**config.mk**
```make
export PLATFORM = sky130hd
export DESIGN_NAME = ghash_gf128_accumulate
export DESIGN_NICKNAME = d
export VERILOG_FILES = /design/src/rtl/ghash_pkg.sv /design/src/rtl/ghash_gf128_accumulate.sv /design/src/rtl/ghash_mul.sv
export SDC_FILE = /design/constraint.sdc
export NUM_CORES = 2
export LEC_CHECK = 0
export BUFFER_PORTS_ARGS = -buffer_cell sky130_fd_sc_hd__buf_2
export CORE_AREA = 2 2 343 277
export DETAILED_ROUTE_END_ITERATION = 10
export DIE_AREA = 0 0 345 279
export PLACE_DENSITY = 0.75
export SETUP_SLACK_MARGIN = 0.4
export SLEW_MARGIN = 30
export SYNTH_ARGS = -nofsm -noshare
export SYNTH_HDL_FRONTEND = slang
export SYNTH_SLANG_ARGS = --single-unit
```
**constraint.sdc**
```tcl
create_clock -name clk_i -period 8 [get_ports clk_i]
set_input_delay 1.6 -clock clk_i [delete_from_list [all_inputs] [get_ports clk_i]]
set_output_delay 1.6 -clock clk_i [all_outputs]
set_load 0.01 [all_outputs]
```
**src/rtl/ghash_pkg.sv**
```systemverilog
package ghash_pkg;

  localparam int unsigned BLOCK_W = 128;
  localparam int unsigned HALF_W = 64;

  // Default number of key-multiplier steps per cycle
  localparam int unsigned DIGIT_BITS_DEF = 8;

  // x^128 + x^7 + x^2 + x + 1 folded back for a one-bit right shift (reflected order)
  localparam logic [BLOCK_W-1:0] GF_REDUCE = {8'hE1, 120'h0};

  localparam int unsigned CFG_IDX_W = 1;
  localparam logic [CFG_IDX_W-1:0] REG_KEY_HIGH = 1'b0;
  localparam logic [CFG_IDX_W-1:0] REG_KEY_LOW = 1'b1;

  localparam logic REQ_LOAD = 1'b0;
  localparam logic REQ_ABSORB = 1'b1;

endpackage

```
**src/rtl/ghash_gf128_accumulate.sv**
```systemverilog
// Load item: the block goes straight into the output register, or waits in the
// accumulator (ST_PEND) while that register is still held; the input is ready again
// once it is placed. Absorb item: ceil(128/DIGIT_BITS) digit steps in the digit-serial
// GF(2^128) multiplier (16 at DIGIT_BITS = 8); the input is held off while it runs and
// until the product is placed in the output register, so absorbs do not overlap.
// Reset (rst_ni low, async): accumulator and hash key clear to zero, output empty.
module ghash_gf128_accumulate
  import ghash_pkg::*;
#(
  parameter int unsigned DIGIT_BITS = DIGIT_BITS_DEF
) (
  input  logic                 clk_i,
  input  logic                 rst_ni,
  input  logic                 cfg_valid_i,
  output logic                 cfg_ready_o,
  input  logic [CFG_IDX_W-1:0] cfg_index_i,
  input  logic [HALF_W-1:0]    cfg_data_i,
  input  logic                 s_axis_tvalid,
  output logic                 s_axis_tready,
  input  logic [BLOCK_W-1:0]   s_axis_tdata,  // block_high [63:0], block_low [127:64]
  input  logic                 s_axis_tuser,  // req_type
  input  logic                 s_axis_tlast,  // last_block
  output logic                 m_axis_tvalid,
  input  logic                 m_axis_tready,
  output logic [BLOCK_W-1:0]   m_axis_tdata,  // digest_high [63:0], digest_low [127:64]
  output logic                 m_axis_tlast   // run_done
);

  typedef enum logic [2:0] {
    ST_IDLE = 3'b001,
    ST_MUL  = 3'b010,
    ST_PEND = 3'b100
  } state_e;

  state_e             state_q, state_d;
  logic [BLOCK_W-1:0] key_q;
  logic [BLOCK_W-1:0] accum_q, accum_d;
  logic [BLOCK_W-1:0] out_q, out_d;
  logic               out_vld_q, out_vld_d;
  logic               out_last_q, out_last_d;
  logic               last_q, last_d;
  logic [BLOCK_W-1:0] blk;
  logic               in_xfer;
  logic               out_free;
  logic               mul_start;
  logic               mul_done;
  logic [BLOCK_W-1:0] mul_z;

  assign blk      = {s_axis_tdata[HALF_W-1:0], s_axis_tdata[BLOCK_W-1:HALF_W]};
  assign in_xfer  = s_axis_tvalid && s_axis_tready;
  assign out_free = !out_vld_q || m_axis_tready;

  assign s_axis_tready = (state_q == ST_IDLE);
  assign cfg_ready_o   = 1'b1;
  assign mul_start     = in_xfer && (s_axis_tuser == REQ_ABSORB);

  ghash_mul #(
    .DIGIT_BITS(DIGIT_BITS)
  ) u_mul (
    .clk_i  (clk_i),
    .rst_ni (rst_ni),
    .start_i(mul_start),
    .x_i    (accum_q ^ blk),
    .h_i    (key_q),
    .done_o (mul_done),
    .z_o    (mul_z)
  );

  always_comb begin
    state_d    = state_q;
    accum_d    = accum_q;
    out_d      = out_q;
    out_last_d = out_last_q;
    last_d     = last_q;
    out_vld_d  = out_vld_q && !m_axis_tready;
    case (state_q)
      ST_IDLE: begin
        if (in_xfer) begin
          last_d = s_axis_tlast;
          if (s_axis_tuser == REQ_ABSORB) begin
            state_d = ST_MUL;
          end else begin
            accum_d = blk;
            if (out_free) begin
              out_d      = blk;
              out_last_d = s_axis_tlast;
              out_vld_d  = 1'b1;
            end else begin
              state_d = ST_PEND;
            end
          end
        end
      end
      ST_MUL: begin
        if (mul_done) begin
          accum_d = mul_z;
          if (out_free) begin
            out_d      = mul_z;
            out_last_d = last_q;
            out_vld_d  = 1'b1;
            state_d    = ST_IDLE;
          end else begin
            state_d = ST_PEND;
          end
        end
      end
      ST_PEND: begin
        // hold the result in the accumulator until the output register drains
        if (out_free) begin
          out_d      = accum_q;
          out_last_d = last_q;
          out_vld_d  = 1'b1;
          state_d    = ST_IDLE;
        end
      end
      default: begin
        state_d = ST_IDLE;
      end
    endcase
  end

  always_ff @(posedge clk_i or negedge rst_ni) begin
    if (!rst_ni) begin
      state_q   <= ST_IDLE;
      out_vld_q <= 1'b0;
      accum_q   <= '0;
      key_q     <= '0;
    end else begin
      state_q   <= state_d;
      out_vld_q <= out_vld_d;
      accum_q   <= accum_d;
      if (cfg_valid_i && cfg_ready_o) begin
        case (cfg_index_i)
          REG_KEY_HIGH: key_q[BLOCK_W-1:HALF_W] <= cfg_data_i;
          REG_KEY_LOW:  key_q[HALF_W-1:0] <= cfg_data_i;
          default: ;
        endcase
      end
    end
  end

  always_ff @(posedge clk_i) begin
    out_q      <= out_d;
    out_last_q <= out_last_d;
    last_q     <= last_d;
  end

  assign m_axis_tvalid = out_vld_q;
  assign m_axis_tdata  = {out_q[HALF_W-1:0], out_q[BLOCK_W-1:HALF_W]};
  assign m_axis_tlast  = out_last_q;

endmodule

```
**src/rtl/ghash_mul.sv**
```systemverilog
module ghash_mul
  import ghash_pkg::*;
#(
  parameter int unsigned DIGIT_BITS = DIGIT_BITS_DEF
) (
  input  logic               clk_i,
  input  logic               rst_ni,
  input  logic               start_i,
  input  logic [BLOCK_W-1:0] x_i,
  input  logic [BLOCK_W-1:0] h_i,
  output logic               done_o,
  output logic [BLOCK_W-1:0] z_o
);

  localparam int unsigned NCYC = (BLOCK_W + DIGIT_BITS - 1) / DIGIT_BITS;
  localparam int unsigned CNT_W = $clog2(NCYC + 1);
  localparam logic [CNT_W-1:0] NCYC_C = CNT_W'(NCYC);

  logic [BLOCK_W-1:0] x_q, x_d;
  logic [BLOCK_W-1:0] v_q, v_d;
  logic [BLOCK_W-1:0] r_q, r_d;
  logic [CNT_W-1:0]   cnt_q, cnt_d;

  // One digit of X per cycle, MSB first; V walks through H times x^k.
  // Bits past the end of X are zeros, so a short final digit leaves R alone.
  always_comb begin
    logic carry;
    x_d   = x_q;
    v_d   = v_q;
    r_d   = r_q;
    cnt_d = cnt_q;
    carry = 1'b0;
    if (start_i) begin
      x_d   = x_i;
      v_d   = h_i;
      r_d   = '0;
      cnt_d = NCYC_C;
    end else if (cnt_q != '0) begin
      for (int d = 0; d < DIGIT_BITS; d++) begin
        if (x_d[BLOCK_W-1]) begin
          r_d = r_d ^ v_d;
        end
        x_d   = {x_d[BLOCK_W-2:0], 1'b0};
        carry = v_d[0];
        v_d   = {1'b0, v_d[BLOCK_W-1:1]} ^ (carry ? GF_REDUCE : '0);
      end
      cnt_d = cnt_q - CNT_W'(1);
    end
  end

  always_ff @(posedge clk_i or negedge rst_ni) begin
    if (!rst_ni) begin
      cnt_q <= '0;
    end else begin
      cnt_q <= cnt_d;
    end
  end

  always_ff @(posedge clk_i) begin
    x_q <= x_d;
    v_q <= v_d;
    r_q <= r_d;
  end

  // Product is ready on the last digit cycle
  assign done_o = (cnt_q == CNT_W'(1));
  assign z_o    = r_d;

endmodule

```
==> run_results.csv <==
group,metric,value,unit
run,drv_cap,0,
global_routing,grt_max_degree,193,
cells_and_area,stdcell_area,0.0507,mm2
timing,clock.fmax,0.235,GHz
synth,avgSynthCellArea,8.96,um2
critical_path,start_kind,"input pin",
worst_hold_path,hold_path_class,"flop to flop",
critical_path,worst_ep_required_time,8.29,ns
cells_and_area,areaGrowthSynthToFinish,10.3,%
cells_and_area,fin_cells,6475,
timing,fin_crit_sh,53.2,%
clock_network,path_clk_slew,0.06,ns
critical_path,cpMaxStageDelayCell,"nand2_8",
clock_network,numCtsBuffers,82,
floorplan,die_y,279,um
critical_path,cp_max_fo,110,
cells_and_area,final_util,54.8,%
clock_network,cts_tree,"done",
route,top_layer,"met5",
timing,tightestPinTransition,1.01,ns
route,drt-pass1-iter-count,6,
clock_network,ctsHoldBuffers,0,
route,antenna_left,0,
cells_and_area,layout_common_cells,"1511 x nand2_1, 884 x xnor2_1, 386 x edfxtp_1, 342 x o21ai_0, 329 x buf_2",
cells_and_area,nets,5367,
synth,yosysSeqAreaShare,45.2,%
critical_path,cp-end-kind,"flop",
synth,ys_ff_latch,779,
clock_network,clockRootBuffer,"clkbuf_16",
route,drtIter0Drc,4454,
critical_path,crit_chain,"buf_2, nand2_1, nor3_1, nand2_4, nand2_8, buf_4",
clock_network,postCtsSetupBuffers,0,
place,place_inst,6305,
route,wl_per_cell,20.7,um
floorplan,io_pins,332,
floorplan,die_w,345,um
synth,mappedNetlistNets,5339,
synth,syn_area,0.0460,mm2
route,drc,0,
floorplan,initial_core_util,49.7,%
timing,report.final.slew_viol_count,0,
synth,async_flop_share,34.0,%
clock_network,clock-sinks,779,
synth,ys.flop_type,"edfxtp_1",
cells_and_area,drive_gt1_share,12.6,%
place,place.port_buffers,330,
global_routing,grt_first_pass_wirelength,205,mm
synth,yosysWarnings,0,
floorplan,coreArea,0.0926,mm2
timing,rsz0062_at_grt,"false",
timing,fin_crit,4.26,ns
clock_network,cts-htree-levels,3,
critical_path,crit_type,"input pin to flop",
outcome,outcome,"complete, no violations",
place,dpl_cell_area,0.0480,mm2
timing,finClkSkew,0.0252,ns
route,met2WireLength,59.6,mm
global_routing,antenna_found_initial,44,
place,routabilityCongestion,0.877,
cells_and_area,final_common_cell,"nand2_1",
global_routing,overflow,0,
route,wl_met3,15.1,mm
clock_network,clock_path_buffers,3,
critical_path,crit_family,"simple AND/OR/NAND/NOR gates",
global_routing,first_global_vias,34054,
timing,setup_viol,0,
clock_network,clk_latency,0.66,ns
place,hpwl,90.0,mm
timing,setup-tns-final,0,ns
clock_network,post_cts_resized,0,
global_routing,grt_usage,27.0,%
route,vias,36705,
floorplan,dieArea,0.0963,mm2
synth,syn_inst,5137,
route,wl,134,mm
synth,synth_edf_count,386,
synth,yosysUniqueCellTypes,56,
route,routedLengthMet1,55.4,mm
critical_path,crit_arrival,4.55,ns
route,vias_per_cell,5.67,
timing,slew_headroom,32.7,%
critical_path,path_buf_inv,2,
floorplan,placementRows,100,
critical_path,cpPeakStageDelay,0.80,ns
timing,hold_viol,0,
==> synthesized netlist by cell type (4+ instances only) <==
cell type	n	area, um2
xnor3_1	13	293
nor3_1	6	30.0
buf_1	89	334
a222oi_1	5	50.1
o21ai_1	20	100
mux2i_1	10	100
and3_1	114	713
dfrtp_1	264	6610
a22o_1	4	35.0
xor2_1	255	2230
nor2b_1	6	37.5
o21ai_0	342	1710
mux2_2	129	1450
dfxtp_1	128	2560
nand2b_1	4	25.0
buf_2	75	375
a21oi_1	138	691
a22oi_1	132	991
edfxtp_1	386	11600
buf_4	4	30.0
clkbuf_1	260	976
nand2_1	1514	5680
or3_1	4	25.0
a31oi_1	4	25.0
nor2_1	297	1110
xnor2_1	884	7740
==> path summary, 6_finish.rpt <==
check                                            from                  endpoint  slack [ns]  depth (start not counted)
max                                     s_axis_tvalid   u_mul.x_q[19]$_DFFE_PP_        3.74                          6
min                            u_mul.r_q[124]$_DFF_P_    u_mul.r_q[124]$_DFF_P_        0.50                          2
max reg2reg                u_mul.cnt_q[4]$_DFFE_PN0P_       out_q[13]$_DFFE_PP_        4.09                          6
min reg2reg                    u_mul.r_q[124]$_DFF_P_    u_mul.r_q[124]$_DFF_P_        0.50                          2
max in group asynchronous                      rst_ni   accum_q[56]$_DFFE_PN0P_        5.73                          2
min in group asynchronous                      rst_ni  accum_q[101]$_DFFE_PN0P_        0.92                          1
==> stage by stage <==
| stage | setup WS (ns) | hold WS [ns] |
|---|---|---|
| after floorplan | 1.58 | 0.456 |
| after global placement | 3.06 | 0.475 |
| after detailed placement | 3.04 | 0.489 |
| after CTS | 3.73 | 0.497 |
| after global routing | 3.48 | 0.521 |
| final | 3.74 | 0.503 |
==> layer usage <==
metal	GRT usage, %	up-vias
met5	0	-
met4	7.56	50
met3	7.43	295
met2	40.9	1855
met1	38.1	17774
li1	-	16731
==> flip-flops by register name, summed over array words and instances (netlist names) <==
signal and flops:
accum_q 128, key_q 128, last_q 1, m_axis_tlast 1, m_axis_tvalid 1, out_q 128, state_q 3, u_mul.cnt_q 5
u_mul.r_q 128, u_mul.v_q 128, u_mul.x_q 128
==> cell type report <==
class | instances | area [um2]
flip-flops and latches | 779 | 20800
clock inverters | 45 | 423
fillers | 8083 | 41800
repair buffers | 375 | 2060
well taps | 1224 | 1530
multi-input cells | 3923 | 23600
diodes | 17 | 42.5
inverters | 4 | 15.0
clock buffers | 108 | 2310
==> cell families (layout without fill, tap and decap cells) <==
logic type / Yosys count / after routing / synth area share, %
buffers and inverters: 435 / 532 / 3.82
multiplexers: 139 / 139 / 3.37
XOR/XNOR: 1159 / 1159 / 22.7
adder cells (fa/ha/maj): 2 / 2 / 0.0544
AND/OR/NAND/NOR: 1959 / 1959 / 16.8
other: 1 / 18 / 0.00815
AO/OA/AOI/OAI: 663 / 663 / 8.14
flip-flops: 779 / 779 / 45.2
==> worst register-to-register path: stages (launching register included) <==
cell and delay (ns):
dfrtp_1 0.42, nor3_1 0.67, nand3_4 0.58, nand2_1 0.63, nor2_1 0.21, nor2_4 0.21, buf_4 0.67
Power is left out: the tool's default activity adds up to more than one toggle a clock period on the data nets, which glitch-free logic cannot reach.
